## src/hdl/tbs_pkg.sv

```systemverilog
// Shared constants, status codes and controller command type for the
// token bucket packet shaper. No dependencies.
`timescale 1ns / 1ps
`default_nettype none

package tbs_pkg;

	localparam int QUEUE_DEPTH = 64;
	localparam int PTR_W       = $clog2(QUEUE_DEPTH);
	localparam int CNT_W       = $clog2(QUEUE_DEPTH + 1);
	localparam int ID_W        = 16;
	localparam int NEED_W      = 16;
	localparam int LEVEL_W     = 16;
	localparam int STATUS_W    = 3;
	localparam int QCOUNT_W    = 7;
	localparam int ENTRY_W     = ID_W + NEED_W;

	localparam logic [LEVEL_W-1:0] DEPTH_RESET = LEVEL_W'(10);

	localparam logic ACT_TOKEN  = 1'b0;
	localparam logic ACT_PACKET = 1'b1;

	localparam logic [STATUS_W-1:0] ST_TOKEN_ADDED   = 3'd0;
	localparam logic [STATUS_W-1:0] ST_TOKEN_DROPPED = 3'd1;
	localparam logic [STATUS_W-1:0] ST_QUEUED        = 3'd2;
	localparam logic [STATUS_W-1:0] ST_TOO_LARGE     = 3'd3;
	localparam logic [STATUS_W-1:0] ST_QUEUE_FULL    = 3'd4;

	typedef struct packed {
		logic take_event;
		logic finish;
		logic cfg_write;
	} tbs_cmd_t;

endpackage

`default_nettype wire

```

## src/hdl/tbs_evt_if.sv

```systemverilog
// Event input channel: valid/ready plus action, packet id and need.
// Depends on tbs_pkg.
`timescale 1ns / 1ps
`default_nettype none

interface tbs_evt_if;
	import tbs_pkg::*;

	logic              valid;
	logic              ready;
	logic              action;
	logic [ID_W-1:0]   packet_id;
	logic [NEED_W-1:0] tokens_needed;

	modport source (output valid, action, packet_id, tokens_needed, input ready);
	modport sink   (input valid, action, packet_id, tokens_needed, output ready);
endinterface

`default_nettype wire

```

## src/hdl/tbs_res_if.sv

```systemverilog
// Result output channel: valid/ready plus status, level and release fields.
// Depends on tbs_pkg.
`timescale 1ns / 1ps
`default_nettype none

interface tbs_res_if;
	import tbs_pkg::*;

	logic                valid;
	logic                ready;
	logic [STATUS_W-1:0] status;
	logic [LEVEL_W-1:0]  bucket_level;
	logic                released;
	logic [ID_W-1:0]     released_id;
	logic [QCOUNT_W-1:0] queue_count;

	modport source (output valid, status, bucket_level, released, released_id,
		queue_count, input ready);
	modport sink   (input valid, status, bucket_level, released, released_id,
		queue_count, output ready);
endinterface

`default_nettype wire

```

## src/hdl/tbs_cfg_if.sv

```systemverilog
// Configuration write channel: valid/ready plus bucket depth write data.
// Depends on tbs_pkg.
`timescale 1ns / 1ps
`default_nettype none

interface tbs_cfg_if;
	import tbs_pkg::*;

	logic               valid;
	logic               ready;
	logic [LEVEL_W-1:0] data;

	modport source (output valid, data, input ready);
	modport sink   (input valid, data, output ready);
endinterface

`default_nettype wire

```

## src/hdl/tbs_ram.sv

```systemverilog
// Generic simple dual-port RAM: one write port, one registered read port.
// No dependencies.
`timescale 1ns / 1ps
`default_nettype none

module tbs_ram #(
	parameter int WIDTH = 32,
	parameter int DEPTH = 64
) (
	input  wire logic                     clk,
	input  wire logic                     we,
	input  wire logic [$clog2(DEPTH)-1:0] waddr,
	input  wire logic [WIDTH-1:0]         wdata,
	input  wire logic [$clog2(DEPTH)-1:0] raddr,
	output logic      [WIDTH-1:0]         rdata
);

	logic [WIDTH-1:0] mem_q [DEPTH];

	always_ff @(posedge clk) begin
		if (we) begin
			mem_q[waddr] <= wdata;
		end
		rdata <= mem_q[raddr];
	end

endmodule

`default_nettype wire

```

## src/hdl/tbs_ctrl.sv

```systemverilog
// Controller state machine: event handshake, head read wait, result load.
// Depends on tbs_pkg.
`timescale 1ns / 1ps
`default_nettype none

module tbs_ctrl (
	input  wire logic             clk,
	input  wire logic             arst_n,
	input  wire logic             evt_valid,
	output logic                  evt_ready,
	output logic                  res_valid,
	input  wire logic             res_ready,
	input  wire logic             cfg_valid,
	output logic                  cfg_ready,
	output tbs_pkg::tbs_cmd_t     cmd
);
	import tbs_pkg::*;

	typedef enum logic [1:0] {
		S_IDLE,
		S_READ,
		S_CHECK
	} state_t;

	state_t state_q;
	logic   res_valid_q;
	logic   res_free;

	assign res_free  = !res_valid_q || res_ready;
	assign evt_ready = (state_q == S_IDLE);
	assign cfg_ready = 1'b1;
	assign res_valid = res_valid_q;

	always_comb begin
		cmd            = '0;
		cmd.take_event = (state_q == S_IDLE) && evt_valid;
		cmd.finish     = (state_q == S_CHECK) && res_free;
		cmd.cfg_write  = cfg_valid;
	end

	always_ff @(posedge clk or negedge arst_n) begin
		if (!arst_n) begin
			state_q     <= S_IDLE;
			res_valid_q <= 1'b0;
		end else begin
			if ((state_q == S_CHECK) && res_free) begin
				res_valid_q <= 1'b1;
			end else if (res_ready) begin
				res_valid_q <= 1'b0;
			end
			case (state_q)
				S_IDLE: begin
					if (evt_valid) begin
						state_q <= S_READ;
					end
				end
				S_READ: begin
					state_q <= S_CHECK;
				end
				S_CHECK: begin
					if (res_free) begin
						state_q <= S_IDLE;
					end
				end
				default: begin
					state_q <= S_IDLE;
				end
			endcase
		end
	end

endmodule

`default_nettype wire

```

## src/hdl/tbs_dp.sv

```systemverilog
// Datapath: bucket level, depth register, FIFO pointers and count, queue RAM,
// release check and result registers. Depends on tbs_pkg and tbs_ram.
`timescale 1ns / 1ps
`default_nettype none

module tbs_dp (
	input  wire logic                         clk,
	input  wire logic                         arst_n,
	input  wire tbs_pkg::tbs_cmd_t            cmd,
	input  wire logic                         action,
	input  wire logic [tbs_pkg::ID_W-1:0]     packet_id,
	input  wire logic [tbs_pkg::NEED_W-1:0]   tokens_needed,
	input  wire logic [tbs_pkg::LEVEL_W-1:0]  cfg_data,
	output logic      [tbs_pkg::STATUS_W-1:0] status,
	output logic      [tbs_pkg::LEVEL_W-1:0]  bucket_level,
	output logic                              released,
	output logic      [tbs_pkg::ID_W-1:0]     released_id,
	output logic      [tbs_pkg::QCOUNT_W-1:0] queue_count
);
	import tbs_pkg::*;

	localparam logic [PTR_W-1:0] PTR_LAST = PTR_W'(QUEUE_DEPTH - 1);
	localparam logic [CNT_W-1:0] CNT_FULL = CNT_W'(QUEUE_DEPTH);

	logic [LEVEL_W-1:0]  depth_q;
	logic [LEVEL_W-1:0]  level_q;
	logic [PTR_W-1:0]    head_q;
	logic [PTR_W-1:0]    tail_q;
	logic [CNT_W-1:0]    count_q;
	logic [STATUS_W-1:0] evt_status_q;

	logic [STATUS_W-1:0] evt_status;
	logic                do_add;
	logic                do_push;
	logic [ENTRY_W-1:0]  head_entry;
	logic [NEED_W-1:0]   head_need;
	logic [ID_W-1:0]     head_id;
	logic                do_release;

	tbs_ram #(
		.WIDTH(ENTRY_W),
		.DEPTH(QUEUE_DEPTH)
	) u_queue_ram (
		.clk   (clk),
		.we    (do_push),
		.waddr (tail_q),
		.wdata ({packet_id, tokens_needed}),
		.raddr (head_q),
		.rdata (head_entry)
	);

	assign head_id   = head_entry[ENTRY_W-1:NEED_W];
	assign head_need = head_entry[NEED_W-1:0];

	always_comb begin
		do_add  = 1'b0;
		do_push = 1'b0;
		if (action == ACT_TOKEN) begin
			if (level_q >= depth_q) begin
				evt_status = ST_TOKEN_DROPPED;
			end else begin
				evt_status = ST_TOKEN_ADDED;
				do_add     = cmd.take_event;
			end
		end else if (tokens_needed > depth_q) begin
			evt_status = ST_TOO_LARGE;
		end else if (count_q >= CNT_FULL) begin
			evt_status = ST_QUEUE_FULL;
		end else begin
			evt_status = ST_QUEUED;
			do_push    = cmd.take_event;
		end
	end

	assign do_release = cmd.finish && (count_q != '0) && (head_need <= level_q);

	always_ff @(posedge clk or negedge arst_n) begin
		if (!arst_n) begin
			depth_q <= DEPTH_RESET;
			level_q <= '0;
			head_q  <= '0;
			tail_q  <= '0;
			count_q <= '0;
		end else begin
			if (cmd.cfg_write) begin
				depth_q <= cfg_data;
			end
			if (do_add) begin
				level_q <= level_q + 1'b1;
			end
			if (do_push) begin
				tail_q  <= (tail_q == PTR_LAST) ? '0 : tail_q + 1'b1;
				count_q <= count_q + 1'b1;
			end
			if (do_release) begin
				level_q <= level_q - head_need;
				head_q  <= (head_q == PTR_LAST) ? '0 : head_q + 1'b1;
				count_q <= count_q - 1'b1;
			end
		end
	end

	always_ff @(posedge clk) begin
		if (cmd.take_event) begin
			evt_status_q <= evt_status;
		end
		if (cmd.finish) begin
			status      <= evt_status_q;
			released    <= do_release;
			if (do_release) begin
				bucket_level <= level_q - head_need;
				released_id  <= head_id;
				queue_count  <= QCOUNT_W'(count_q - 1'b1);
			end else begin
				bucket_level <= level_q;
				released_id  <= '0;
				queue_count  <= QCOUNT_W'(count_q);
			end
		end
	end

endmodule

`default_nettype wire

```

## src/hdl/token_bucket_packet_shaper_top.sv

```systemverilog
// Top level of the token bucket packet shaper: controller, datapath and
// channel hookup. Depends on tbs_pkg, the channel interfaces, tbs_ctrl, tbs_dp.
//
// Usage:
//   evt carries one event per beat: a token tick (action 0) or a packet
//   arrival (action 1) with its id and token need. res returns exactly one
//   result beat per event: status, bucket level, release flag and id, and
//   the number of packets still waiting. cfg writes the bucket depth; write
//   it only while no event is in flight. cfg is always ready.
//   Each event steps through the controller states S_IDLE, S_READ and S_CHECK;
//   its result is registered on leaving S_CHECK, after the registered read of
//   the queue head from the queue RAM that follows each event's update. A new
//   event is accepted only in S_IDLE, once the last one has left S_CHECK.
//   The next event is taken while a result still waits on res; if res
//   stalls, the following result is held back until the waiting beat leaves.
//   Reset empties the queue, clears the bucket and sets the depth to 10.
//   Queue RAM contents are not cleared; only written entries are read.
`timescale 1ns / 1ps
`default_nettype none

module token_bucket_packet_shaper_top (
	input wire logic clk,
	input wire logic arst_n,
	tbs_evt_if.sink  evt,
	tbs_res_if.source res,
	tbs_cfg_if.sink  cfg
);
	import tbs_pkg::*;

	tbs_cmd_t cmd;

	tbs_ctrl u_ctrl (
		.clk       (clk),
		.arst_n    (arst_n),
		.evt_valid (evt.valid),
		.evt_ready (evt.ready),
		.res_valid (res.valid),
		.res_ready (res.ready),
		.cfg_valid (cfg.valid),
		.cfg_ready (cfg.ready),
		.cmd       (cmd)
	);

	tbs_dp u_dp (
		.clk           (clk),
		.arst_n        (arst_n),
		.cmd           (cmd),
		.action        (evt.action),
		.packet_id     (evt.packet_id),
		.tokens_needed (evt.tokens_needed),
		.cfg_data      (cfg.data),
		.status        (res.status),
		.bucket_level  (res.bucket_level),
		.released      (res.released),
		.released_id   (res.released_id),
		.queue_count   (res.queue_count)
	);

endmodule

`default_nettype wire

```

## src/flat_wrapper.sv

```systemverilog
// flat-port wrapper written by rule: the top's interface ports become plain ports
module token_bucket_packet_shaper_top_flat import tbs_pkg::*;
  (clk, arst_n, evt_valid, evt_action, evt_packet_id, evt_tokens_needed, evt_ready, res_valid, res_status, res_bucket_level, res_released, res_released_id, res_queue_count, res_ready, cfg_valid, cfg_data, cfg_ready);
  tbs_evt_if evt_i ();
  tbs_res_if res_i ();
  tbs_cfg_if cfg_i ();
  input wire logic clk;
  input wire logic arst_n;
  input wire logic [$bits(evt_i.valid)-1:0] evt_valid;
  input wire logic [$bits(evt_i.action)-1:0] evt_action;
  input wire logic [$bits(evt_i.packet_id)-1:0] evt_packet_id;
  input wire logic [$bits(evt_i.tokens_needed)-1:0] evt_tokens_needed;
  output wire logic [$bits(evt_i.ready)-1:0] evt_ready;
  output wire logic [$bits(res_i.valid)-1:0] res_valid;
  output wire logic [$bits(res_i.status)-1:0] res_status;
  output wire logic [$bits(res_i.bucket_level)-1:0] res_bucket_level;
  output wire logic [$bits(res_i.released)-1:0] res_released;
  output wire logic [$bits(res_i.released_id)-1:0] res_released_id;
  output wire logic [$bits(res_i.queue_count)-1:0] res_queue_count;
  input wire logic [$bits(res_i.ready)-1:0] res_ready;
  input wire logic [$bits(cfg_i.valid)-1:0] cfg_valid;
  input wire logic [$bits(cfg_i.data)-1:0] cfg_data;
  output wire logic [$bits(cfg_i.ready)-1:0] cfg_ready;
  assign evt_i.valid = evt_valid;
  assign evt_i.action = evt_action;
  assign evt_i.packet_id = evt_packet_id;
  assign evt_i.tokens_needed = evt_tokens_needed;
  assign evt_ready = evt_i.ready;
  assign res_valid = res_i.valid;
  assign res_status = res_i.status;
  assign res_bucket_level = res_i.bucket_level;
  assign res_released = res_i.released;
  assign res_released_id = res_i.released_id;
  assign res_queue_count = res_i.queue_count;
  assign res_i.ready = res_ready;
  assign cfg_i.valid = cfg_valid;
  assign cfg_i.data = cfg_data;
  assign cfg_ready = cfg_i.ready;
  token_bucket_packet_shaper_top u_core (.clk(clk), .arst_n(arst_n), .evt(evt_i), .res(res_i), .cfg(cfg_i));
endmodule
```

## config.mk

```make
export PLATFORM = sky130hd
export DESIGN_NAME = token_bucket_packet_shaper_top_flat
export DESIGN_NICKNAME = d
export VERILOG_FILES = /design/src/hdl/tbs_pkg.sv /design/src/hdl/tbs_evt_if.sv /design/src/hdl/tbs_res_if.sv /design/src/hdl/tbs_cfg_if.sv /design/src/hdl/tbs_ram.sv /design/src/hdl/tbs_ctrl.sv /design/src/hdl/tbs_dp.sv /design/src/hdl/token_bucket_packet_shaper_top.sv /design/src/flat_wrapper.sv
export SDC_FILE = /design/constraint.sdc
export NUM_CORES = 2
export LEC_CHECK = 0
export BUFFER_PORTS_ARGS = -buffer_cell sky130_fd_sc_hd__buf_4
export CELL_PAD_IN_SITES_DETAIL_PLACEMENT = 0
export CELL_PAD_IN_SITES_GLOBAL_PLACEMENT = 1
export CORE_MARGIN = 5
export CORE_UTILIZATION = 51
export CTS_CLUSTER_DIAMETER = 30
export DETAILED_ROUTE_END_ITERATION = 12
export GPL_TIMING_DRIVEN = 0
export PLACE_DENSITY_LB_ADDON = 0.1
export REMOVE_ABC_BUFFERS = 1
export SETUP_SLACK_MARGIN = 0.4
export SYNTH_ARGS = -nofsm -noshare
export SYNTH_HDL_FRONTEND = slang
export SYNTH_SLANG_ARGS = --single-unit
```

## constraint.sdc

```tcl
create_clock -name clk -period 4 [get_ports clk]
set_input_delay 1.2 -clock clk [delete_from_list [all_inputs] [get_ports clk]]
set_output_delay 1.2 -clock clk [all_outputs]
set_load 0.005 [all_outputs]
```

==> run_results.csv <==
group,metric,value,unit
outcome,run_status,"completed",
floorplan,placementRows,149,
power,pwr-share-comb,0.125,
routing,drt_iter0_markers,5295,
routing,vias_per_cell,6.26,
synthesis,avgSynthCellArea,22.6,sq um
setup_path,arrival,4330,ps
sta,slew_headroom,0.268,
cts,clock-sinks,2180,
floorplan,core,0.165,sq mm
cts,htreeDepth,5,
synthesis,synth_cell_types,77,
synthesis,syn_inst,3737,
cts,clockBufferDepth,4,
sta,min_period_over_period,0.893,
grt,grt_antenna_before_repair,9,
power,p_leak,34.4,nW
setup_path,reg2reg_to,"u_core.u_dp.u_queue_ram.rdata[29]",
cts,cts_hold_buffers,0,
cts,cts-root-buf,"clkbuf_16",
place,place_ws,-2810,ps
sta,finalClockSkew,50.1,ps
synthesis,ys_seq_elements,2180,
grt,grt_pass1_wl,323000,microns
synthesis,synth_edf_count,2094,
setup_path,critPathLaunchType,"flop",
floorplan,start_util,0.513,
sta,post-route-min-period,3570,ps
cts,clkTransAtPathRegs,50,ps
grt,grt_pass1_vias,44700,
place,placement.cell_area,0.0900,sq mm
final_layout,final_area,0.106,sq mm
sta,fmax,0.280,GHz
grt,grt_usage,0.263,
floorplan,io_pins,100,
floorplan,fp.dieW,417,microns
power,p_int,53.5,mW
sta,fin_tns_setup,0,ps
routing,wl_per_cell,33.1,microns
final_layout,areaGrowthSynthToFinish,25.6,%
power,netSwitchingPower,16.2,mW
routing,drtPass1Iterations,6,
setup_path,timing.rr.start,"u_core.u_dp.head_q[1]",
power,power_frac_seq,0.371,
grt,grt_overflow_total,0,
flow_run,cap_violations,0,
sta,setup_slack,428,ps
setup_path,critPathCaptureType,"flop",
power,powerDensity,657,mW/mm^2
final_layout,layout-drive-gt1-share,0.376,
floorplan,die_y,417,microns
power,ir_worst_vdd,0.000500,V
sta,slew_viol_final,0,
routing,ant_nets,0,
place,portBuffers,98,
cts,cts_made_buffers,425,
synthesis,ys_warn_count,0,
grt,grt_start_max_net_pins,66,
hold_path,hold_path_class,"input port to async pin",
setup_path,required,4760,ps
sta,setup_viol,0,
sta,hold_violations,0,
setup_path,r2r_cells,7,
power,pwr-share-clk,0.504,
setup_path,r2r_slack,430,ps
power,swShare,0.233,
setup_path,crit_type,"flop to flop",
floorplan,dieArea,0.174,sq mm
routing,vias,42900,
sta,tightestPinTransition,1090,ps
place,hpwlAfterDp,122000,microns
synthesis,syn_area,0.0846,sq mm
routing,drt-total-wl,227000,microns
sta,grt_setup_unrepaired,"false",
place,place_congestion,0.855,
final_layout,layout_common_cells,"edfxtp_1 (2094), mux4_2 (636), clkbuf_16 (425)",
cts,worstSkewPairLatency,950,ps
synthesis,postSynth.asyncResetShare,0.0248,
final_layout,mostFrequentLayoutCell,"edfxtp_1",
final_layout,num-nets-final,4431,
synthesis,ys_seq_area_frac,0.767,
setup_path,cp_max_fo,60,
cts,cts_tree,"yes",
synthesis,synth_flop_cell,"edfxtp_1",
routing,drc,0,
metrics by stage:
stage               std cells  total power [mW]  utilization  hold slack, ps
finish                   6851              69.8        0.644             362
detailed placement       5940              34.9        0.546             412
global placement         5840              32.5        0.529             416
global route             6849              72.2        0.644             383
CTS                      6841              70.2        0.644             335
floorplan                3553              31.1            -             400
synthesized netlist by cell type (10+ instances only):
library cell	instances	share of area
a21o_1	12	0.0011
a21oi_1	31	0.0018
a22oi_1	54	0.0048
and2_1	29	0.0021
buf_1	35	0.0016
buf_2	58	0.0034
buf_4	13	0.0012
clkbuf_1	75	0.0033
dfrtp_1	52	0.015
dfxtp_1	32	0.0076
edfxtp_1	2094	0.74
ha_1	55	0.0081
inv_1	56	0.0025
mux2i_1	20	0.0024
mux4_2	636	0.17
nand2_1	98	0.0043
nand3_1	25	0.0015
nand4_1	20	0.0015
nor2_1	108	0.0048
nor2b_1	10	0.00074
o21ai_0	50	0.0030
xnor2_1	16	0.0017
xor2_1	14	0.0014
cell families (layout without fill, tap and decap cells):
family,Yosys count,in the layout,synth area share
AOI/OAI and AO/OA,229,232,0.0186
xor gates and xnor gates,30,30,0.00310
adders and majority gates,56,56,0.00837
buffers and inverters,242,1162,0.0124
DFF,2180,2180,0.767
muxes,658,658,0.172
other,1,3,0.0000443
and+or+nand+nor,341,341,0.0190
what timing repair did:
action                     in CTS  in global routing
resized for setup              24                 14
pin swaps                      73                  3
buffers inserted              132                  8
setup endpoints to repair    2132                508
cloned                          3                  0
cell type report:
class | count | area, sq um
Antenna cell | 2 | 5.00
Timing Repair Buffer | 338 | 4820
Clock inverter | 301 | 3510
Clock buffer | 465 | 10800
Tap cell | 2189 | 2740
Multi-Input combinational cell | 1318 | 19300
Sequential cell | 2180 | 64900
Inverter | 58 | 220
Fill cell | 10600 | 58700
power groups by stage:
stage	clock network, mW	registers, mW	logic, mW
2_1_floorplan	0	26.5	4.63
3_3_place_gp	0	26.7	5.81
3_5_place_dp	0	26.4	8.54
4_1_cts	35.5	25.9	8.74
5_1_grt	36.9	25.9	9.40
6_report	35.2	25.9	8.72
metal layers:
| metal | GRT usage | routed length (microns) | part of all wire | vias to the layer above |
|---|---|---|---|---|
| met5 | 0 | 33 | 0.00015 | - |
| met4 | 0.110 | 9980 | 0.044 | 4 |
| met3 | 0.0541 | 19300 | 0.085 | 492 |
| met2 | 0.411 | 108000 | 0.48 | 2238 |
| met1 | 0.367 | 89400 | 0.39 | 22900 |
| li1 | - | - | - | 17300 |
state kept, by name, summed over array words and instances, names as in the netlist, 6 cells and up:
| register | count |
|---|---|
| u_core.u_dp.queue_count | 7 |
| u_core.u_dp.bucket_level | 16 |
| u_core.u_dp.u_queue_ram.rdata | 32 |
| u_core.u_dp.u_queue_ram.mem_q | 2048 |
| u_core.u_dp.tail_q | 6 |
| u_core.u_dp.level_q | 16 |
| u_core.u_dp.depth_q | 16 |
| u_core.u_dp.head_q | 6 |
| u_core.u_dp.released_id | 16 |
| u_core.u_dp.count_q | 7 |
how the worst max path moves through the flow:
stage | startpoint | to | slack (ps)
floorplan | u_core.u_dp.head_q[0] | u_core.u_dp.u_queue_ram.rdata[11] | -17380
global placement | u_core.u_dp.head_q[0] | u_core.u_dp.u_queue_ram.rdata[1] | -26040
detailed placement | evt_tokens_needed[15] | u_core.u_dp.u_queue_ram.mem_q[47][13] | -2810
CTS | u_core.u_dp.head_q[0] | u_core.u_dp.u_queue_ram.rdata[28] | 280
global route | u_core.u_dp.level_q[0] | u_core.u_dp.bucket_level[9] | 400
finish | u_core.u_dp.head_q[1] | u_core.u_dp.u_queue_ram.rdata[29] | 430
worst max-delay path: stages (launching register included):
cell,delay (ps)
dfrtp_4,710
buf_16,340
buf_16,350
buf_16,290
mux4_2,350
mux4_2,490
a22oi_1,550
nand2_1,170
No activity file was read; power rests on OpenSTA's default activity.
